### src/smsd_pkg.sv
package smsd_pkg;

  localparam int MAX_WINDOW  = 64;
  localparam int SAMPLE_BITS = 16;
  localparam int IDX_W       = $clog2(MAX_WINDOW);
  localparam int LEN_W       = 7;
  localparam int MED_W       = SAMPLE_BITS + 1;
  localparam int TOTAL_W     = 32;
  localparam int ADDR_W      = 3;
  localparam int DATA_W      = 32;

  // register index is paddr[2]
  localparam logic REG_WINDOW_LENGTH = 1'b0;
  localparam logic [LEN_W-1:0] WINDOW_LENGTH_RESET = 7'd8;

  typedef enum logic [1:0] {
    S_IDLE,
    S_MED,
    S_UPD,
    S_PUSH
  } state_t;

  typedef struct packed {
    logic [SAMPLE_BITS-1:0] sample;
    logic                   first_of_series;
  } in_t;

  typedef struct packed {
    logic               judged;
    logic               notify;
    logic [MED_W-1:0]   median_doubled;
    logic [TOTAL_W-1:0] notify_total;
  } out_t;

  typedef struct packed {
    logic                   upd;     // cells load their next value
    logic                   rm_en;   // drop one entry equal to x first
    logic [SAMPLE_BITS-1:0] x;
    logic [SAMPLE_BITS-1:0] s;
    logic [LEN_W-1:0]       n_ins;   // occupied entries seen by the insert
  } chain_ctl_t;

  function automatic logic [LEN_W-1:0] eff_len(input logic [LEN_W-1:0] wl);
    logic [LEN_W-1:0] res;
    if (wl == '0) begin
      res = LEN_W'(1);
    end else if (wl > LEN_W'(MAX_WINDOW)) begin
      res = LEN_W'(MAX_WINDOW);
    end else begin
      res = wl;
    end
    return res;
  endfunction

endpackage

### src/smsd_hist.sv
module smsd_hist (
  input  logic                                  clk,
  input  logic                                  rd_en,
  input  logic [smsd_pkg::IDX_W-1:0]            rd_addr,
  output logic [smsd_pkg::SAMPLE_BITS-1:0]      rd_data,
  input  logic                                  wr_en,
  input  logic [smsd_pkg::IDX_W-1:0]            wr_addr,
  input  logic [smsd_pkg::SAMPLE_BITS-1:0]      wr_data
);

  logic [smsd_pkg::SAMPLE_BITS-1:0] mem [smsd_pkg::MAX_WINDOW];
  logic [smsd_pkg::SAMPLE_BITS-1:0] rd_data_r;

  always_ff @(posedge clk) begin
    if (wr_en) begin
      mem[wr_addr] <= wr_data;
    end
  end

  always_ff @(posedge clk) begin
    if (rd_en) begin
      rd_data_r <= mem[rd_addr];
    end
  end

  assign rd_data = rd_data_r;

endmodule

### config.mk
export PLATFORM = sky130hd
export DESIGN_NAME = smsd_hist
export DESIGN_NICKNAME = d
export VERILOG_FILES = /design/src/smsd_pkg.sv /design/src/smsd_hist.sv
export SDC_FILE = /design/constraint.sdc
export NUM_CORES = 1
export LEC_CHECK = 0
export ABC_AREA = 1
export ABC_CLOCK_PERIOD_IN_PS = 5790
export BUFFER_PORTS_ARGS = -buffer_cell sky130_fd_sc_hd__buf_2
export CORE_ASPECT_RATIO = 2
export CORE_UTILIZATION = 40
export DETAILED_ROUTE_END_ITERATION = 10
export PLACE_DENSITY = 0.6
export SETUP_SLACK_MARGIN = 0.3
export SYNTH_ARGS = -nofsm -noshare
export SYNTH_HDL_FRONTEND = slang
export SYNTH_SLANG_ARGS = --single-unit
### constraint.sdc
create_clock -name clk -period 5.79 [get_ports clk]
set_input_delay 0.579 -clock clk [delete_from_list [all_inputs] [get_ports clk]]
set_output_delay 0.579 -clock clk [all_outputs]
set_load 0.02 [all_outputs]
==> summary.txt <==
Outcome
  – Status: finished clean

Timing
  – RSZ-0062 raised after global routing: false
  – Final Hold Vio Count: 0
  – Worst Max-Slew Pin Slew: about 1200 ps
  – Tcrit/Tclk final: 0.508
  – Pins Over Slew Limit: 0
  – Clock skew: about 38 ps
  – Fmax: around 340 MHz
  – Slew HR: 0.182
  – Post-route minimum period: approximately 2900 ps
  – Hold slack final: around 460 ps
  – Setup_tns: 0 ps
  – Endpoints failing setup: 0

GRT
  – First-pass GRT wire length: about 170000 um
  – Total GRT Usage: 0.220
  – Largest net degree at the start of global routing: 200
  – Grt ovf: 0
  – Vias in the first global route: between 20000 and 30000
  – Initial antenna violation count: 4

Floorplanning
  – Placeable Area: roughly 100000 um^2
  – Die ar.: between 100000 and 150000 um^2
  – Starting density of the core: 0.404
  – Rows: roughly 170
  – Die X: roughly 230 um
  – Height of the die: around 460 um
  – IO Pins: 47

Min path
  – Worst Hold Class: in2reg
  – Worst Min Path Start: rd_en
  – Hold path depth: 1

Clocking
  – CTS tree: built
  – Total CTS buffers: between 80 and 90
  – CTS clock-pin slew for the worst setup and hold paths: ~80 ps
  – CTS resizes: 0
  – CTS sink count: around 1000
  – Worst-Skew Late Latency: around 680 ps
  – Cts hold-fix bufs: 0
  – Htree depth: 3
  – CTS max path bufs: 3
  – Post-CTS setup buffer count: 0
  – Root Driver: clkbuf_16

Routing
  – Routed WL: between 100000 and 150000 um
  – Vias per cell: roughly 5.4
  – Vias: 26960
  – Antenna Nets Post-Route: 0
  – Drt wl/cell: 23.8 um
  – TritonRoute pass-1 iters: 5
  – DRC errors left: 0
  – Starting DRT DRC Count: approximately 2700

Worst setup path
  – Worst Setup SP: rd_addr[1]
  – Worst Setup End Kind: register
  – Most frequent cell on the critical path: nand3_1
  – Crit Path Category: in2reg
  – Reg2Reg Depth: 8
  – Top Family by Delay on Critical Path: buffers and inverters
  – Reg2reg start: mem[21][4]
  – Worst path depth: 10
  – CP max-delay cell: inv_8
  – Worst-path cell chain: buf_8, inv_8, buf_4, nand3_1, nand3_1, nand2_1, nand2_1, nand3_1, nand3_1, nand2_1
  – Worst-path maximum fanout: 129
  – Critical Path AT: 3350 ps
  – Worst Path Buf+Inv: 3
  – Critical Path RT: 6200 ps
  – Startpoint class of the critical path: primary input
  – CP peak stage delay: between 600 and 700 ps

Yosys
  – Simple-Gate Fraction of Synth Area: 0.226
  – Post-synthesis sequential area ratio: 0.739
  – Mux cell area share after synthesis: 0
  – Xor/xnor share of the synthesized area: 0
  – Yosys Warn Count: 0
  – Post-Syn Area: 42300 um^2
  – Adder-Cell Fraction of Synth Area: 0
  – Combinational family with the most area after synthesis: simple AND/OR/NAND/NOR gates
  – Post-Syn Instances: 3517
  – Number of synthesized register bits: roughly 1000
  – Synth Area in Compound Gates: 0
  – Syn nets: about 3500
  – Synth Area per Inst: between 10 and 15 um^2
  – Cell variety after synth: 15

Cells and area
  – Post-layout nets: 3557
  – Finished Cell Area: between 40000 and 50000 um^2
  – P&R area growth vs syn: 9.56%
  – Multi-input logic area: 9590 um^2
  – Final core occ: 0.442
  – Sequential standard cell area: 31200 um^2
  – FILL cells: around 9500
  – Layout cells sized above 1: 0.0750

Placed design
  – Placement Cell Area: between 40000 and 50000 um^2
  – GP Congestion: 0.879
  – Dpl hpwl: approximately 69000 um
  – Port Buffer Count: 46

Power and ir drop
  – Peak VDD IR: 0.207 mV
  – Leak: roughly 16 nW
  – Power Dens Cells: between 300 and 400 nW/um^2
  – Pwr Total: around 15 mW

Job
  – Max-Cap Viols: 0
metrics by stage:
| stage | setup slack (ps) | cells |
|---|---|---|
| after floorplan | 2660 | 3517 |
| after global placement | 2320 | 4800 |
| after detailed placement | 2300 | 4800 |
| after CTS | 3010 | 4949 |
| after global routing | 2800 | 4950 |
| final | 2850 | 4952 |
cell families (layout without fill, tap and decap cells):
logic type	count (synthesis)	count (layout)
flip-flops	1040	1040
other	0	3
buffers and inverters	237	309
AND/OR/NAND/NOR	2240	2240
synthesized netlist by cell type, drive strengths merged:
cell type / instances / area [um^2]
nor4: 8 / 50.1
inv: 12 / 52.6
nand2: 1296 / 4860
nor2: 56 / 210
edfxtp: 1040 / 31200
nand3: 871 / 4360
buf: 199 / 1340
clkbuf: 26 / 97.6
nand4: 9 / 56.3
worst paths after layout:
| path | to | slack, ps |
|---|---|---|
| max reg2reg | rd_data[4] | 4040 |
| max | rd_data[13] | 2850 |
| min | rd_data[9] | 460 |
| min reg2reg | rd_data[9] | 880 |
flip-flops by register name, indices dropped and copies added, names as in the netlist:
register / flops
mem: 1024
rd_data: 16
layer usage:
| metal | global-route usage | vias up | wire, um |
|---|---|---|---|
| met1 | 0.244 | 13448 | 41300 |
| met5 | 0 | - | 23 |
| met3 | 0.0278 | 241 | 6030 |
| li1 | - | 12378 | - |
| met2 | 0.396 | 889 | 62200 |
| met4 | 0.141 | 4 | 8100 |
worst register-to-register path, delay by kind of cell (launching register included):
family	cells	cell delay, ps
AND/OR/NAND/NOR	8	1130
flip-flops	1	370
cell usage in the layout, fill, tap and decap left out:
cell        instances
buf_4              98
clkbuf_1           18
edfxtp_1         1040
nor4_2              8
nand2_1          1296
buf_8               2
inv_1               8
clkinv_2           10
inv_8               1
buf_12              6
buf_2              42
inv_4               1
nand3_1           871
clkinv_1           22
inv_6               1
clkinvlp_4          3
clkinv_8            4
nand4_1             9
inv_2               1
bufinv_16           6
nor2_1             56
clkbuf_16          85
diode_2             3
inv_16              1
layout make-up:
class / count / area share
sequential: 1040 / 0.675
multi-input combinational: 2240 / 0.207
clock buffer: 103 / 0.0474
tap: 1360 / 0.0368
timing repair buffer: 148 / 0.0237
clock inverter: 46 / 0.00884
inverter: 12 / 0.00154
antenna: 3 / 0.000162
power breakdown:
part	switching (mW)	internal (mW)
sequential	0.0225	8.34
clock	2.63	2.97
combinational	0.792	0.221
total	3.45	11.5
Note: power is estimated with default switching activity, not from simulation.
